### src/hdl/lpbf_pkg.sv
// ----------------------------------------------------------------------------
// lpbf_pkg
// Shared types and constants of the longest-path Bellman-Ford unit.
// ----------------------------------------------------------------------------
package lpbf_pkg;

  localparam int NODE_W   = 11;
  localparam int WEIGHT_W = 32;
  localparam int DIST_W   = 64;

  typedef struct packed {
    logic [NODE_W-1:0]          edge_source;
    logic [NODE_W-1:0]          edge_dest;
    logic signed [WEIGHT_W-1:0] edge_weight;
    logic                       last_edge;
  } lpbf_in_t;

  typedef struct packed {
    logic signed [DIST_W-1:0] longest_distance;
    logic                     target_reached;
    logic                     positive_cycle;
  } lpbf_out_t;

  typedef struct packed {
    logic [NODE_W-1:0]   src;
    logic [NODE_W-1:0]   dst;
    logic [WEIGHT_W-1:0] weight;
  } edge_rec_t;

  typedef struct packed {
    logic [DIST_W-1:0] dist_val;
    logic              reached;
    logic              on_cycle;
  } node_entry_t;

  typedef enum logic [3:0] {
    S_LOAD,
    S_CLEAR,
    S_EREAD,
    S_NREAD,
    S_ADD,
    S_WRITE,
    S_PEND,
    S_RREAD,
    S_RWAIT
  } lpbf_state_t;

endpackage

### src/hdl/lpbf_relax.sv
// ----------------------------------------------------------------------------
// lpbf_relax
// Relaxation of one edge: decides whether the destination improves and
// builds the entry written back to the node store.
// ----------------------------------------------------------------------------
module lpbf_relax
  import lpbf_pkg::*;
(
  input  node_entry_t       ent_a,
  input  node_entry_t       ent_b,
  input  logic [DIST_W-1:0] sum,
  input  logic              mark,
  output node_entry_t       ent_new,
  output logic              improve
);

  always_comb begin
    improve = !ent_b.reached || ($signed(ent_b.dist_val) < $signed(sum));
    ent_new = ent_b;
    // A cycle mark travels along every usable edge during the marking passes.
    ent_new.on_cycle = ent_b.on_cycle | (mark & ent_a.on_cycle);
    if (improve) begin
      ent_new.dist_val = sum;
      ent_new.reached  = 1'b1;
      ent_new.on_cycle = ent_new.on_cycle | mark;
    end
  end

endmodule

### config.mk
export PLATFORM = sky130hd
export DESIGN_NAME = lpbf_relax
export DESIGN_NICKNAME = d
export VERILOG_FILES = /design/src/hdl/lpbf_pkg.sv /design/src/hdl/lpbf_relax.sv
export SDC_FILE = /design/constraint.sdc
export NUM_CORES = 1
export LEC_CHECK = 0
export BUFFER_PORTS_ARGS = -buffer_cell sky130_fd_sc_hd__buf_4
export CORE_MARGIN = 2
export CORE_UTILIZATION = 45
export DETAILED_ROUTE_END_ITERATION = 16
export PLACE_DENSITY = 0.84
export SLEW_MARGIN = 10
export SYNTH_ARGS = -nofsm -noshare
export SYNTH_HDL_FRONTEND = slang
export SYNTH_SLANG_ARGS = --single-unit
### constraint.sdc
create_clock -name vclk -period 4.1
set_clock_uncertainty 0.2 [all_clocks]
set_input_delay 0.41 -clock vclk [all_inputs]
set_output_delay 0.41 -clock vclk [all_outputs]
set_load 0.03 [all_outputs]
==> flow_summary.ini <==
[outcome]
status = finished clean

[logic_synthesis]
avgSynthCellArea_um2 = 7.24
synthDominantCellAreaShare_pct = 24.0
syn_inst = 648
synth_area_mm2 = 0.00469
yosys.cell_types.count = 42
yosysWarnings = 0
synth_nets = 908
yosys-top-cells-area = o211ai_2 (24%), ha_1 (17%), a211oi_1 (11%)
synth_largest_area_cell = o211ai_2
yosysSeqAreaShare_pct = 0

[die]
dieHeight_um = 106
start_util_pct = 45.9
rows = 37
die_area_mm2 = 0.0113
die_w_um = 106
io_pins = 264
design.core.area_mm2 = 0.0102

[layout]
num-nets-final = 1052
seqCellArea_um2 = 0
drive_gt1_share_pct = 40.9
fillers = 928
final_common_cell = buf_4
num_antenna_cells = 0
clock_buffers = 0
stdcell_area_mm2 = 0.00627
design.seq.count = 0
area_growth_pct = 33.5
final_cell_mix = buf_4 (210), o211ai_2 (90), nand2_1 (85)

[timing]
hold_viol = 0
maxSlewViolCount = 0
fin_hold_ws_ns = 0.971
tightest_slew_ns = 1.09
setup_viol = 0
fin_ws_ns = 0.198
layout_min_cycle_time_ns = 3.90
relSlewSlack_pct = 27.4
max_freq_mhz = 256
rsz0062_at_grt = no
fin_crit_sh_pct = 95.2
setup_tns_ns = 0

[worst_setup_path]
crit_slowest_cell = a221oi_2
cp.arrival_ns = 3.29
max_stage_delay_ns = 0.58
criticalPathCategory = primary input to output pin
crit_family = simple AND/OR/NAND/NOR gates
crit_chain = buf_4 > inv_1 > ha_1 > a21oi_1 > nand2_1 > a221oi_2 > nand2_1 > or2_1 > nor2_4 > buf_12 > o211ai_1 > buf_4
cp_max_fo = 25
cp-end-kind = output pin
required_ns = 3.49
path_buf_inv = 4
start_kind = primary input

[place]
placed_cell_area_mm2 = 0.00626
gp_congestion = 0.835
dp_hpwl_um = 10900
place_worst_setup_slack_ns = 0.162
portBuffers = 198

[grt]
track_usage_pct = 25.9
grt_pass1_vias = 5419
grt_pass1_wl_um = 25400
overflow = 0
antenna_found_initial = 0
grt_max_degree = 69

[cts]
postCtsSetupBuffers = 0
cts_hold_buf = 0
cts.repair.resized = 0

[detailed_routing]
detail_route.first_pass.iterations = 5
vias = 5823
routed_wl_um = 15900
drtIter0Drc = 465
route.met2.wl_um = 7650
wl_met1_um = 6910
wl_met3_um = 1140
wl_per_cell_um = 17.1
vias_per_cell = 6.29
highest-signal-layer = met4
postRouteAntennaNets = 0
drc = 0

[hold_path]
hp-class = primary input to output pin

[flow_run]
maxCapViolCount = 0

[power_and_ir_drop]
power_leakage_nw = 2.86
p_per_area_mw_per_mm2 = 165
peakVddDrop_mv = 0.120
worst min-delay path, stage by stage:
cell and delay (ns):
buf_4 0.11, o21ai_1 0.07, buf_4 0.17
logic make-up (layout without fill, tap and decap cells):
group	Yosys count	in the layout	share of synthesized area (%)
buffers and inverters	146	287	13.9
adder cells (fa/ha/maj)	63	63	16.8
AND/OR/NAND/NOR	193	193	21.4
other	1	1	0.0799
AO/OA/AOI/OAI	245	246	47.8
layer usage:
metal  up-vias  GRT usage [%]
li1       2805              -
met1      2720           35.8
met2       278           44.5
met3        20           1.23
met4         0           5.08
met5         -              0
through the flow:
stage | std cells | utilization, % | total power [mW]
finish | 926 | 61.2 | 1.04
CTS | 925 | 61.2 | 1.03
detailed placement | 925 | 61.2 | 1.03
global route | 926 | 61.2 | 1.11
global placement | 925 | 61.2 | 1.01
floorplan | 648 | - | 0.658
cells in the mapped netlist, types with 2 or more instances:
master    instances
inv_1            69
buf_6            11
o21ai_0           9
o211ai_1         38
a211oi_1         66
nand4_1          76
ha_1             63
and2_1            2
buf_2            14
o21ai_1           3
clkbuf_1         45
o22ai_2           2
o211ai_2         90
nor2_1            7
and4_1            3
a21oi_1          23
a221oi_1          4
nand2_1          86
nor3_1            5
buf_1             5
nand3_1           6
where the power goes:
| part | total [mW] | internal (mW) | switching [mW] |
|---|---|---|---|
| clock network | 0 | 0 | 0 |
| registers | 0 | 0 | 0 |
| logic | 1.04 | 0.406 | 0.629 |
| total | 1.04 | 0.406 | 0.629 |
final timing paths:
kind	cells after the start	from	to
min	3	ent_b[1]	improve
max	12	sum[62]	ent_new[7]
area by class of cell:
cell class | instances | area [um^2] | share of cell area, %
Tap cell | 136 | 170 | 2.72
Timing Repair Buffer | 217 | 1720 | 27.4
Inverter | 70 | 263 | 4.19
Multi-Input combinational cell | 503 | 4120 | 65.7
Power figures use the tool's default switching activity.
