<file path="config.mk">
export PLATFORM = sky130hd
export DESIGN_NAME = lpbf_ram
export DESIGN_NICKNAME = d
export VERILOG_FILES = /design/src/hdl/lpbf_ram.sv
export SDC_FILE = /design/constraint.sdc
export NUM_CORES = 1
export LEC_CHECK = 0
export BUFFER_PORTS_ARGS = -buffer_cell sky130_fd_sc_hd__buf_2
export CORE_MARGIN = 5
export CORE_UTILIZATION = 65
export DETAILED_ROUTE_END_ITERATION = 10
export GPL_ROUTABILITY_DRIVEN = 0
export PLACE_DENSITY = 0.87
export SKIP_LAST_GASP = 1
export SLEW_MARGIN = 10
export SYNTH_ARGS = -nofsm -noshare
export SYNTH_HDL_FRONTEND = slang
export SYNTH_SLANG_ARGS = --single-unit
</file>
<file path="constraint.sdc">
create_clock -name clk -period 3.55 [get_ports clk]
set_clock_uncertainty 0.15 [all_clocks]
set_input_delay 0.5325 -clock clk [delete_from_list [all_inputs] [get_ports clk]]
set_output_delay 0.5325 -clock clk [all_outputs]
set_load 0.02 [all_outputs]
</file>
<file path="src/hdl/lpbf_ram.sv">
// ----------------------------------------------------------------------------
// lpbf_ram
// Generic RAM: one write port, two read ports with registered read data.
// ----------------------------------------------------------------------------
module lpbf_ram #(
  parameter int WIDTH = 8,
  parameter int DEPTH = 16,
  parameter int AW    = (DEPTH > 1) ? $clog2(DEPTH) : 1
) (
  input  logic             clk,
  input  logic             we,
  input  logic [AW-1:0]    waddr,
  input  logic [WIDTH-1:0] wdata,
  input  logic             re_a,
  input  logic [AW-1:0]    raddr_a,
  output logic [WIDTH-1:0] rdata_a,
  input  logic             re_b,
  input  logic [AW-1:0]    raddr_b,
  output logic [WIDTH-1:0] rdata_b
);

  logic [WIDTH-1:0] mem [DEPTH];

  always_ff @(posedge clk) begin
    if (we) begin
      mem[waddr] <= wdata;
    end
    if (re_a) begin
      rdata_a <= mem[raddr_a];
    end
    if (re_b) begin
      rdata_b <= mem[raddr_b];
    end
  end

endmodule

</file>
==> out/metrics.cfg <==
[outcome]
run_status = finished clean

[routing]
route.detailed.wl_per_inst_um = 29.95
ant_nets = 0
drcViolationCount = 0
vias = 3601
routed_wl_um = 15090
drt-initial-drc-count = 408
dr.pass1.iters = 5
drt-vias-per-instance = 7.145

[clock_network]
cts.repair_timing.setup_buffer_count = 0
ctsResizeCount = 0
clockRootBuffer = clkbuf_8
clock_tree.htree_level_count = 4
postCtsHoldBufs = 0
cts_buffers = 17
cts_num_sinks = 144
clk_latency_ns = 0.54
cts-root-to-sink-buffers = 2
cts_tree = done
clkTransAtPathRegs_ns = 0.06

[timing]
final_hold_violation_count = 0
finalMaxSlewViolations = 0
worst_pin_slew_ns = 1.059
report.final.setup_viol = 0
maxSlewHeadroom_pct = 29.15
grt_setup_unrepaired = false
timing.setup.tns_ns = 0
finalCriticalPeriod_ns = 2.090
postLayoutSetupSlackWorst_ns = 1.460
post-route-period-util_pct = 58.87
max_freq_ghz = 0.4785

[critical_path]
worstReg2RegStart = mem[0][0]
ff2ff_setup_slack_ns = 1.72
worstSetupStartpointType = input port
capturing_element_type_of_the_critical_path = register
cp_data_required_time_ns = 3.69
critical_path_peak_fanout = 13
ff2ff_path_depth = 3
worst-endpoint-arrival_ns = 2.23
regToRegEndpoint = rdata_a[0]
crit_type = in2reg

[synth]
postSynthAreaPerCell_um2 = 21.19
synthCells = 307
synth.yosys.warnings = 0
post_synth_num_cell_types = 19
syn_area_um2 = 6506
ys_ff_latch = 144
synth-seq-area-share_pct = 66.46
synth.net_count = 331

[final_layout]
antenna_cells_inserted = 0
finish.net_count = 382
fraction_of_layout_cells_with_a_size_suffix_above_1_pct = 32.35
final-instance-count-excl-fill = 504
layout-area-overhead-vs-synth_pct = 12.67
final_cell_area_um2 = 7331
seq_area_um2 = 4324
num-fill-cells = 516
area_occupied_by_multi_input_gates_um2 = 2009
finalCoreUtilization_pct = 75.00

[grt]
largest_net_degree_at_the_start_of_global_routing = 19
initial_antenna_violation_count = 0
grt_remaining_overflow = 0
grt_pass1_wl_um = 22430
grt_pass1_vias = 3694
globalRouteTotalUtil_pct = 27.45

[floorplan]
design.die.area_um2 = 12110
rows = 36
floorplan.initialDensity_pct = 66.56
fp.dieW_um = 110.0
floorplan.core_area_um2 = 9774
ios = 40
die_h_um = 110.0

[placement]
placement.io_buffers = 39
place_worst_setup_slack_ns = 0.9175
dp_hpwl_um = 9396
numPlacedInstances = 472
dp_area_um2 = 6793

[power_and_ir_drop]
power.ir.vdd_worst_mv = 0.4019
static_leakage_nw = 2.503
power.density_nw_per_um2 = 524.2

[job]
drv_cap = 0

[hold_path]
min_from = re_b
hold_depth = 1
holdPathEnd = rdata_b[0]
min_path_type = in2reg

==> cells in the mapped netlist (all sizes together) <==
library cell   instances  share of area [%]
and2                   2               0.19
nor2                  14               0.81
nand3                  1              0.077
and2b                  2               0.23
a22oi                 32                3.7
nor3                   4               0.31
mux4                  64                 24
nor2b                  2               0.19
nand2                 17               0.98
nand2b                 2               0.19
clkdlybuf4s25          6               0.92
buf                   14                1.7
or3b                   1               0.13
nand3b                 2               0.23
edfxtp               144                 66
==> cells in the final DEF, fill, tap and decap left out <==
master / count
clkinv_2: 5
nor2_1: 14
mux4_1: 28
buf_4: 13
nand3b_1: 2
or3b_2: 1
clkinvlp_4: 4
and2_1: 2
nor2b_1: 2
edfxtp_1: 144
bufinv_16: 1
mux4_4: 2
mux4_2: 34
buf_2: 39
nor3_1: 4
and2b_1: 2
nand3_1: 1
nand2_1: 17
a22oi_1: 32
clkbuf_1: 1
nand2b_1: 2
clkbuf_16: 16
clkinv_4: 4
clkbuf_8: 1
==> final cells by class <==
type                    count  share of cell area [%]
multi-input cells         143                   27.41
clock inverters            14                   1.639
clock buffers              18                   5.701
flip-flops and latches    144                   58.99
repair buffers             52                   3.994
well taps                 133                   2.270
==> cell families (layout without fill, tap and decap cells) <==
logic type,Yosys count,in the layout,synth area share (%)
DFF,144,144,66.46
muxes,64,64,23.85
and+or+nand+nor,47,47,3.346
AOI/OAI and AO/OA,32,32,3.692
buffers and inverters,20,84,2.654
==> routing by layer <==
layer  vias up  routed length, um  GRT usage, %
met5         -                  0             0
met4         0                493         11.49
met3        46               1469         8.620
met2       244               7534         42.68
met1      1851               5596         36.52
li1       1460                  -             -
==> worst max-delay path by stage <==
stage	start	end	cells after the start
after floorplan	waddr[2]	mem[0][0]	2
after global placement	raddr_b[0]	rdata_b[2]	5
after detailed placement	raddr_a[0]	rdata_a[4]	5
after CTS	raddr_a[0]	rdata_a[2]	5
after global routing	raddr_a[0]	rdata_a[2]	5
final	raddr_b[0]	rdata_b[2]	5
==> stage by stage <==
| step | power [mW] | hold slack, ns |
|---|---|---|
| after floorplan | 2.165 | 0.4814 |
| after global placement | 2.254 | 0.6022 |
| after detailed placement | 2.266 | 0.6078 |
| after CTS | 3.851 | 0.1881 |
| after global routing | 3.966 | 0.1789 |
| final | 3.843 | 0.2055 |
==> worst max-delay path, cell delays in order <==
cell,delay [ns]
buf_2,0.36
buf_4,0.33
mux4_1,0.59
a22oi_1,0.31
nand2_1,0.10
==> sequential cells by signal (all words and copies together), names as in the netlist <==
name,cells
rdata_a,8
mem,128
rdata_b,8
==> power by group <==
group / leakage, nW / total, mW / switching (mW) / internal (mW)
registers: 1.32 / 1.95 / 0.0209 / 1.93
clock network: 0.256 / 1.60 / 0.681 / 0.923
logic: 0.931 / 0.291 / 0.169 / 0.123
total: 2.50 / 3.84 / 0.871 / 2.97
(Power assumes the default switching activity.)
